## config.mk

```make
export PLATFORM = sky130hd
export DESIGN_NAME = der_tag_length_header_encoder_unit
export DESIGN_NICKNAME = d
export VERILOG_FILES = /design/src/sv/derhdr_pkg.sv /design/src/sv/der_tag_length_header_encoder_unit.sv /design/src/sv/derhdr_front.sv /design/src/sv/derhdr_emit.sv
export SDC_FILE = /design/constraint.sdc
export NUM_CORES = 1
export LEC_CHECK = 0
export BUFFER_PORTS_ARGS = -buffer_cell sky130_fd_sc_hd__buf_2
export CAP_MARGIN = 30
export CORE_MARGIN = 10
export CORE_UTILIZATION = 62
export CTS_BUF_LIST = sky130_fd_sc_hd__clkbuf_8
export DETAILED_ROUTE_END_ITERATION = 12
export PLACE_DENSITY = 0.82
export SYNTH_ARGS = -nofsm -noshare
export SYNTH_HDL_FRONTEND = slang
export SYNTH_SLANG_ARGS = --single-unit
export TNS_END_PERCENT = 5
```

## constraint.sdc

```tcl
create_clock -name clock -period 6.9 [get_ports clock]
set_clock_uncertainty 0.05 [all_clocks]
set_input_delay 0 -clock clock [delete_from_list [all_inputs] [get_ports clock]]
set_output_delay 0 -clock clock [all_outputs]
set_load 0.1 [all_outputs]
```

## src/sv/derhdr_pkg.sv

```systemverilog
// Shared types, constants and sizes for the DER tag/length header encoder.
package derhdr_pkg;

   localparam int TAG_BITS     = 32;
   localparam int LENGTH_BYTES = 8;

   localparam int LEN_W   = LENGTH_BYTES * 8;
   localparam int NGRP    = (TAG_BITS + 6) / 7;
   localparam int TAG_PAD = NGRP * 7;
   localparam int ID_MAX  = NGRP + 1;
   localparam int LEN_MAX = LENGTH_BYTES + 1;
   localparam int MAX_BYTES = ID_MAX + LEN_MAX;

   localparam int GRP_W  = $clog2(NGRP + 1);
   localparam int NB_W   = $clog2(LENGTH_BYTES + 1);
   localparam int CNT_W  = $clog2(MAX_BYTES + 1);
   localparam int GIDX_W = (NGRP > 1) ? $clog2(NGRP) : 1;
   localparam int LIDX_W = (LENGTH_BYTES > 1) ? $clog2(LENGTH_BYTES) : 1;

   localparam logic [7:0] CLASS_LOW_MASK = 8'h1F;
   localparam logic [7:0] ID_LONG_FORM   = 8'h1F;
   localparam logic [7:0] CONT_BIT       = 8'h80;
   localparam logic [7:0] LEN_LONG_FLAG  = 8'h80;
   localparam int         SHORT_TAG_MAX  = 30;
   localparam int         SHORT_LEN_MAX  = 127;

   typedef struct packed {
      logic [31:0] tag_number;
      logic [7:0]  class_bits;
      logic [63:0] content_length;
   } req_type;

   typedef struct packed {
      logic [7:0] header_byte;
      logic       last;
      logic       bad_class;
   } rsp_type;

   // stage 1: captured request, class check done
   typedef struct packed {
      logic                bad;
      logic [7:0]          cls;
      logic [TAG_BITS-1:0] tag;
      logic [LEN_W-1:0]    len;
   } st1_type;

   // stage 2: per-group / per-byte nonzero flags and short-form flags
   typedef struct packed {
      logic                    bad;
      logic [7:0]              cls;
      logic [TAG_BITS-1:0]     tag;
      logic [LEN_W-1:0]        len;
      logic [NGRP-1:0]         grp_nz;
      logic [LENGTH_BYTES-1:0] lb_nz;
      logic                    short_tag;
      logic                    short_len;
   } st2_type;

   // stage 3: fully decoded header, ready for the byte emitter
   typedef struct packed {
      logic                bad;
      logic                short_tag;
      logic                short_len;
      logic [7:0]          cls;
      logic [TAG_BITS-1:0] tag;
      logic [LEN_W-1:0]    len;
      logic [GRP_W-1:0]    grp_cnt;
      logic [NB_W-1:0]     nb_cnt;
      logic [CNT_W-1:0]    id_cnt;
      logic [CNT_W-1:0]    total;
   } hdr_type;

endpackage

```

## src/sv/der_tag_length_header_encoder_unit.sv

```systemverilog
// Top level of the DER identifier and length header encoder.
//
//  channel   ports                      handshake
//  --------  -------------------------  ------------------------------------
//  request   start, busy, req_data      taken on clock edge with start & !busy
//  result    rsp_valid, rsp_data        one octet per rsp_valid cycle, no stall
//
// The first header octet reaches the result ports once the request has passed
// stage 1, stage 2, stage 3 and the emitter header register.
// A request's header, sent from the emitter one octet at a time, has
// 1 octet for a bad class, else 2 to 15 (6 identifier + 9 length at most).
// The single-octet result port sets the sustained rate; the three decode
// stages keep accepting requests until they back up behind the emitter.
// busy rises only when stage 1 is full and cannot advance.
// Reset (synchronous) empties all stages; no request survives it.
module der_tag_length_header_encoder_unit (
   input  logic                clock,
   input  logic                reset,
   input  logic                start,
   output logic                busy,
   input  derhdr_pkg::req_type req_data,
   output logic                rsp_valid,
   output derhdr_pkg::rsp_type rsp_data
);
   import derhdr_pkg::*;

   logic    front_free;
   logic    hdr_valid;
   logic    hdr_take;
   hdr_type hdr;

   // busy is a function of pipeline registers only
   assign busy = !front_free;

   // decode: class check, nonzero scan, header sizing
   derhdr_front u_front (
      .clock     (clock),
      .reset     (reset),
      .in_valid  (start),
      .in_req    (req_data),
      .in_free   (front_free),
      .out_take  (hdr_take),
      .out_valid (hdr_valid),
      .out_hdr   (hdr)
   );

   // serialize: identifier octets, then length octets, last flagged
   derhdr_emit u_emit (
      .clock     (clock),
      .reset     (reset),
      .in_valid  (hdr_valid),
      .in_hdr    (hdr),
      .in_take   (hdr_take),
      .rsp_valid (rsp_valid),
      .rsp_data  (rsp_data)
   );

endmodule

```

## src/sv/derhdr_front.sv

```systemverilog
// Three-stage decode pipeline: class check, nonzero scan, header sizing.
module derhdr_front (
   input  logic               clock,
   input  logic               reset,
   input  logic               in_valid,
   input  derhdr_pkg::req_type in_req,
   output logic               in_free,
   input  logic               out_take,
   output logic               out_valid,
   output derhdr_pkg::hdr_type out_hdr
);
   import derhdr_pkg::*;

   logic    s1_valid_ff, s1_valid_in;
   logic    s2_valid_ff, s2_valid_in;
   logic    s3_valid_ff, s3_valid_in;
   st1_type s1_ff, s1_in;
   st2_type s2_ff, s2_in;
   hdr_type s3_ff, s3_in;

   logic s1_free, s2_free, s3_free;
   logic [TAG_PAD-1:0] tag_pad;
   logic [GRP_W-1:0]   grp_cnt;
   logic [NB_W-1:0]    nb_cnt;
   logic [CNT_W-1:0]   len_cnt;

   // a stage is free when empty or when its content moves on this cycle
   assign s3_free = !s3_valid_ff || out_take;
   assign s2_free = !s2_valid_ff || s3_free;
   assign s1_free = !s1_valid_ff || s2_free;
   assign in_free = s1_free;

   assign s1_valid_in = s1_free ? in_valid    : s1_valid_ff;
   assign s2_valid_in = s2_free ? s1_valid_ff : s2_valid_ff;
   assign s3_valid_in = s3_free ? s2_valid_ff : s3_valid_ff;

   // stage 1
   always_comb begin
      s1_in.bad = |(in_req.class_bits & CLASS_LOW_MASK);
      s1_in.cls = in_req.class_bits;
      s1_in.tag = TAG_BITS'(in_req.tag_number);
      s1_in.len = LEN_W'(in_req.content_length);
   end

   // stage 2
   assign tag_pad = TAG_PAD'(s1_ff.tag);

   always_comb begin
      s2_in.bad = s1_ff.bad;
      s2_in.cls = s1_ff.cls;
      s2_in.tag = s1_ff.tag;
      s2_in.len = s1_ff.len;
      for (int j = 0; j < NGRP; j++) begin
         s2_in.grp_nz[j] = |tag_pad[7*j +: 7];
      end
      for (int j = 0; j < LENGTH_BYTES; j++) begin
         s2_in.lb_nz[j] = |s1_ff.len[8*j +: 8];
      end
      s2_in.short_tag = (s1_ff.tag <= TAG_BITS'(SHORT_TAG_MAX));
      s2_in.short_len = (s1_ff.len <= LEN_W'(SHORT_LEN_MAX));
   end

   // stage 3: highest nonzero group / byte gives the counts
   always_comb begin
      grp_cnt = '0;
      for (int j = 0; j < NGRP; j++) begin
         if (s2_ff.grp_nz[j]) begin
            grp_cnt = GRP_W'(j + 1);
         end
      end
      nb_cnt = '0;
      for (int j = 0; j < LENGTH_BYTES; j++) begin
         if (s2_ff.lb_nz[j]) begin
            nb_cnt = NB_W'(j + 1);
         end
      end
      s3_in.bad       = s2_ff.bad;
      s3_in.short_tag = s2_ff.short_tag;
      s3_in.short_len = s2_ff.short_len;
      s3_in.cls       = s2_ff.cls;
      s3_in.tag       = s2_ff.tag;
      s3_in.len       = s2_ff.len;
      s3_in.grp_cnt   = grp_cnt;
      s3_in.nb_cnt    = nb_cnt;
      s3_in.id_cnt    = s2_ff.short_tag ? CNT_W'(1) : CNT_W'(grp_cnt) + CNT_W'(1);
      len_cnt         = s2_ff.short_len ? CNT_W'(1) : CNT_W'(nb_cnt) + CNT_W'(1);
      s3_in.total     = s2_ff.bad ? CNT_W'(1) : s3_in.id_cnt + len_cnt;
   end

   always_ff @(posedge clock) begin
      if (reset) begin
         s1_valid_ff <= 1'b0;
         s2_valid_ff <= 1'b0;
         s3_valid_ff <= 1'b0;
      end else begin
         s1_valid_ff <= s1_valid_in;
         s2_valid_ff <= s2_valid_in;
         s3_valid_ff <= s3_valid_in;
      end
   end

   always_ff @(posedge clock) begin
      if (s1_free) begin
         s1_ff <= s1_in;
      end
      if (s2_free) begin
         s2_ff <= s2_in;
      end
      if (s3_free) begin
         s3_ff <= s3_in;
      end
   end

   assign out_valid = s3_valid_ff;
   assign out_hdr   = s3_ff;

endmodule

```

## src/sv/derhdr_emit.sv

```systemverilog
// Byte emitter: walks one decoded header out one octet per cycle.
module derhdr_emit (
   input  logic               clock,
   input  logic               reset,
   input  logic               in_valid,
   input  derhdr_pkg::hdr_type in_hdr,
   output logic               in_take,
   output logic               rsp_valid,
   output derhdr_pkg::rsp_type rsp_data
);
   import derhdr_pkg::*;

   logic             e_valid_ff, e_valid_in;
   hdr_type          hdr_ff;
   logic [CNT_W-1:0] pos_ff, pos_in;

   logic [TAG_PAD-1:0] tag_pad;
   logic [6:0]         grp [NGRP];
   logic [7:0]         lb  [LENGTH_BYTES];
   logic [CNT_W-1:0]   gdiff, mpos, ldiff;
   logic [GIDX_W-1:0]  gidx;
   logic [LIDX_W-1:0]  lidx;
   logic               is_last;
   logic [7:0]         byte_val;

   assign tag_pad = TAG_PAD'(hdr_ff.tag);

   always_comb begin
      for (int j = 0; j < NGRP; j++) begin
         grp[j] = tag_pad[7*j +: 7];
      end
      for (int j = 0; j < LENGTH_BYTES; j++) begin
         lb[j] = hdr_ff.len[8*j +: 8];
      end
   end

   assign is_last = (pos_ff == hdr_ff.total - CNT_W'(1));
   assign in_take = !e_valid_ff || is_last;

   // groups go out most significant first; length bytes big-endian
   assign gdiff = CNT_W'(hdr_ff.grp_cnt) - pos_ff;
   assign gidx  = gdiff[GIDX_W-1:0];
   assign mpos  = pos_ff - hdr_ff.id_cnt;
   assign ldiff = CNT_W'(hdr_ff.nb_cnt) - mpos;
   assign lidx  = ldiff[LIDX_W-1:0];

   always_comb begin
      if (hdr_ff.bad) begin
         byte_val = 8'h00;
      end else if (pos_ff < hdr_ff.id_cnt) begin
         if (pos_ff == '0) begin
            byte_val = hdr_ff.short_tag ? (hdr_ff.tag[7:0] | hdr_ff.cls)
                                        : (hdr_ff.cls | ID_LONG_FORM);
         end else begin
            byte_val = {(pos_ff < CNT_W'(hdr_ff.grp_cnt)), grp[gidx]};
         end
      end else begin
         if (mpos == '0) begin
            byte_val = hdr_ff.short_len ? hdr_ff.len[7:0]
                                        : (LEN_LONG_FLAG | 8'(hdr_ff.nb_cnt));
         end else begin
            byte_val = lb[lidx];
         end
      end
   end

   always_comb begin
      e_valid_in = e_valid_ff;
      pos_in     = pos_ff;
      if (in_take) begin
         e_valid_in = in_valid;
         pos_in     = '0;
      end else begin
         pos_in = pos_ff + CNT_W'(1);
      end
   end

   always_ff @(posedge clock) begin
      if (reset) begin
         e_valid_ff <= 1'b0;
         pos_ff     <= '0;
      end else begin
         e_valid_ff <= e_valid_in;
         pos_ff     <= pos_in;
      end
   end

   always_ff @(posedge clock) begin
      if (in_take) begin
         hdr_ff <= in_hdr;
      end
   end

   assign rsp_valid            = e_valid_ff;
   assign rsp_data.header_byte = byte_val;
   assign rsp_data.last        = is_last;
   assign rsp_data.bad_class   = hdr_ff.bad;

endmodule

```

==> reports/results.env <==
REG2REG_SETUP_SLACK_NS=3.57
SETUP_REPAIR_AFTER_GLOBAL_ROUTING_MISSED_ITS_MARGIN='no'
SYNTH.TOP_CELLS.BY_COUNT='469 x edfxtp_1, 29 x nand2_1, 26 x nor2_1, 21 x inv_1, 21 x nor4_1'
FIRST_ITER_VIOLATIONS=647
SYNTH.AREA.TOP_CELLS='edfxtp_1 85%, mux4_2 2.6%, ha_1 1.4%, dfxtp_1 0.97%, mux2i_1 0.85%'
INTERNAL-POWER_mW=4.45
YOSYS.CELL_TYPES.COUNT=51
GR-USAGE-ALL-LAYERS_PCT=18.6
SYNTH_ENABLE_FLOP_CELLS=469
MIN-DELAY-PATH-CLASS='primary input to flop'
GRT_OVERFLOW_TOTAL=0
STATUS='finished clean'
CRITPATHLAUNCHTYPE='flop'
CELLLEAKAGEPOWER_nW=7.51
POST-SYNTH-TOP-COUNT-CELL='edfxtp_1'
POWER_SWITCHING_SHARE_PCT=20.4
WHS_PATH_DEPTH=2
FLOORPLAN.DIE.HEIGHT_UM=183
ANT_NETS=0
SINKS_ON_THE_CLOCK_NET=477
SYN-NUM-NETS=894
SYNTH_AREA_SQ_UM=16500
CRIT_SLOWEST_CELL='fa_1'
AREA_OF_THE_DIE_SQ_UM=33600
SYNTH_TOP_CELL_AREA_SHARE_PCT=85.2
CRITICALPATHCATEGORY='flop to primary output'
FLOORPLAN.CORE_AREA_SQ_UM=26100
P_CLK_SHARE_PCT=36.6
PLACED_WIRE_LENGTH_ESTIMATE_AFTER_DETAILED_PLACEMENT_MM=19.1
POST_ROUTE_CELLS_DRIVE_ABOVE_1_SHARE_PCT=22.1
REGTOREGSTARTPOINT='u_emit.hdr_ff[0]'
END_KIND='primary output'
FINALHOLDVIOLATIONS=0
POST-SYNTH-TOP-AREA-CELL='edfxtp_1'
GRT_ANTENNA_BEFORE_REPAIR=0
WORSTPATHMAXFANOUT=16
SYN_AVG_CELL_AREA_SQ_UM=21.6
FF2FF_PATH_DEPTH=7
POST_DRT_VIA_CELL_RATIO=5.48
LAYOUT.NETS=1186
PERIOD_MINUS_SLACK_NS=4.40
P_PER_AREA_nW_PER_UM2=281
CTS_TREE='built'
SETUP-TNS-FINAL_NS=0
SYN-INSTANCE-COUNT=765
MAX_CAP_VIOLATIONS=0
VIA_COUNT=7912
DETAILEDROUTE.FIRSTPASSITERATIONCOUNT=5
CP_NUM_BUF_INV=3
YOSYSSEQAREASHARE_PCT=86.2
SYNTH-ASYNC-RESET-RATIO_PCT=0
GLOBALPLACE.CONGESTION=0.844
ROW_COUNT=59
PEAKVDDDROP_V=0.000204
SLEW_HEADROOM_PCT=34.5
TIMING.CRITICAL_PATH.ARRIVAL_NS=4.35
WORST_SLEW_PIN_SLEW_NS=0.982
CTS_MADE_BUFFERS=73
TIMING.FINAL.MAX_SLEW_VIOLATIONS=0
MAX_CLOCK_FREQ_MHz=227
CP_DATA_REQUIRED_TIME_NS=6.85
DIEWIDTH_UM=183
YOSYS_MOST_USED_DFF='edfxtp_1'
GRT_START_MAX_NET_PINS=76
SYNTHESIS.YOSYS.WARNINGS=0
HTREE_NUM_LEVELS=3
POWER_FRAC_COMB_PCT=3.0
FINAL_ROUTED_WIRELENGTH_ACROSS_ALL_METAL_LAYERS_MM=30.4
GRT_FIRST_PASS_WIRELENGTH_MM=47.4
SYN_TO_FINAL_GROWTH_PCT=20.5
WORST_SETUP_HOLD_PATH_CLK_SLEW_NS=0.06
ANTENNA_CELLS=0
CP_CELL_INSTANCES='inv_1 -> ha_1 -> fa_1 -> inv_1 -> fa_1 -> mux4_2 -> mux2i_1 -> nand2_1 -> a32o_1 -> buf_2'
DESIGN.PORTCOUNT=119
MIN_TO='u_front.s1_ff[68]'
SWITCHINGPOWER_mW=1.14
TOTAL_POWER_mW=5.59
SYNTHESIS_STAGE_REGISTER_BIT_COUNT=477
AVG_WL_PER_CELL_UM=21.0
CLOCKBUFFERDEPTH=3
POST_CTS_BUFFERS=0
SEQ_POWER_SHARE_PCT=60.4
CP_TOP_FAMILY='adder cells'
CRIT_PATH_MAX_INCR_DELAY_NS=1.02
GRT_PASS1_VIAS=8395
CRITICAL_PATH.REG2REG.ENDPOINT='u_front.out_hdr[31]'
PORT-BUFFER-COUNT=118
INITIAL_CORE_UTIL_PCT=63.3
FINALCRITPERIODSHARE_PCT=63.8
DRT_DRC_VIOLATIONS_LEFT=0
CTSROOTBUFFERMASTER='clkbuf_8'
WORST_SKEW_PAIR.LATE_LATENCY_NS=0.59
WORSTHOLDSTART='req_data[76]'
SETUP-VIOLATIONS-FINAL=0
[how the worst max path moves through the flow]
stage | from | end | slack, ns | cells past startpoint
global placement | u_emit.pos_ff[0] | rsp_data[2] | 3.18 | 10
detailed placement | u_emit.pos_ff[0] | rsp_data[7] | 3.12 | 10
finish | u_emit.pos_ff[0] | rsp_data[2] | 2.50 | 10
global route | u_emit.pos_ff[0] | rsp_data[7] | 2.28 | 10
CTS | u_emit.pos_ff[0] | rsp_data[9] | 2.50 | 10
floorplan | u_emit.rsp_valid | busy | 0.34 | 3
[area by class of cell]
| type | count | area, sq um |
|---|---|---|
| clock buffers | 73 | 1000 |
| flip-flops and latches | 477 | 14200 |
| inverters | 22 | 85.1 |
| well taps | 335 | 419 |
| multi-input cells | 251 | 2140 |
| repair buffers | 232 | 1750 |
| fillers | 1335 | 6200 |
| clock inverters | 54 | 278 |
[per-layer routing]
metal | share of wire (%) | up-vias | wire length (um) | global-route usage [%]
met3 | 6.1 | 55 | 1860 | 4.19
met5 | 0 | - | 0 | 0
li1 | - | 3642 | - | -
met1 | 40 | 3899 | 12300 | 23.5
met2 | 51 | 316 | 15400 | 31.0
met4 | 2.7 | 0 | 832 | 7.41
[per-stage QoR]
| stage | utilization [%] | setup slack (ns) | hold slack (ns) | cells | instance area (sq um) |
|---|---|---|---|---|---|
| detailed placement | 67.3 | 3.12 | 0.128 | 1210 | 17600 |
| CTS | 76.3 | 2.50 | 0.0363 | 1444 | 19900 |
| floorplan | - | 0.341 | 0.0489 | 765 | 16500 |
| global placement | 67.0 | 3.18 | 0.127 | 1208 | 17500 |
| global route | 76.3 | 2.28 | 0.0452 | 1444 | 19900 |
| finish | 76.3 | 2.50 | 0.0692 | 1444 | 19900 |
[power groups by stage]
stage          logic (mW)  clock network (mW)  registers [mW]
2_1_floorplan      0.0715                   0            3.40
3_3_place_gp        0.113                   0            3.43
3_5_place_dp        0.117                   0            3.43
4_1_cts             0.164                2.08            3.38
5_1_grt             0.181                2.23            3.39
6_report            0.168                2.05            3.38
[sequential cells by signal (all words and copies together) (netlist names)]
register and cells:
u_front.s1_valid_ff 1, u_front.s1_ff 105, u_front.s2_ff 120, u_emit.rsp_valid 1
u_emit.pos_ff 4, u_front.out_hdr 122, u_front.out_valid 1, u_emit.rsp_data 1
u_emit.grp 32, u_emit.hdr_ff 89, u_front.s2_valid_ff 1
[worst reg2reg max path: cells and delay by family (launching register included)]
| kind | cells | cell delay, ns |
|---|---|---|
| AO/OA/AOI/OAI | 1 | 0.20 |
| XOR/XNOR | 1 | 0.34 |
| adder cells (fa/ha/maj) | 1 | 0.21 |
| buffers and inverters | 2 | 0.95 |
| flip-flops | 1 | 0.38 |
| AND/OR/NAND/NOR | 2 | 0.78 |
[placed cells by master, fill, tap and decap left out, types with 4 or more instances in the layout]
cell,instances
or4_1,4
nor3_1,19
nand2_1,28
o221ai_1,4
a32o_1,4
buf_2,118
o21ai_0,4
a21oi_1,15
dfxtp_1,8
edfxtp_1,469
xor2_1,4
mux4_2,19
a31oi_1,4
dlygate4sd3_1,107
nor2_1,26
nand2b_1,4
ha_1,18
xnor2_1,10
inv_1,47
clkinv_1,17
mux2i_1,14
nor2b_1,7
fa_1,4
nor4_1,21
buf_4,5
mux2_1,4
clkbuf_8,73
[cells by family after synthesis]
family,Yosys count,synth area share (%)
AO/OA/AOI/OAI,47,2.16
XOR/XNOR,17,1.15
adder cells (fa/ha/maj),22,1.85
buffers and inverters,37,0.999
flip-flops,477,86.2
multiplexers,37,3.71
other,1,0.0227
AND/OR/NAND/NOR,127,3.95
[timing repair]
item,4_1_cts,5_1_grt
resized for setup,0,0
hold endpoints to repair,113,0
hold buffers,107,0
Power figures use the tool's default switching activity.
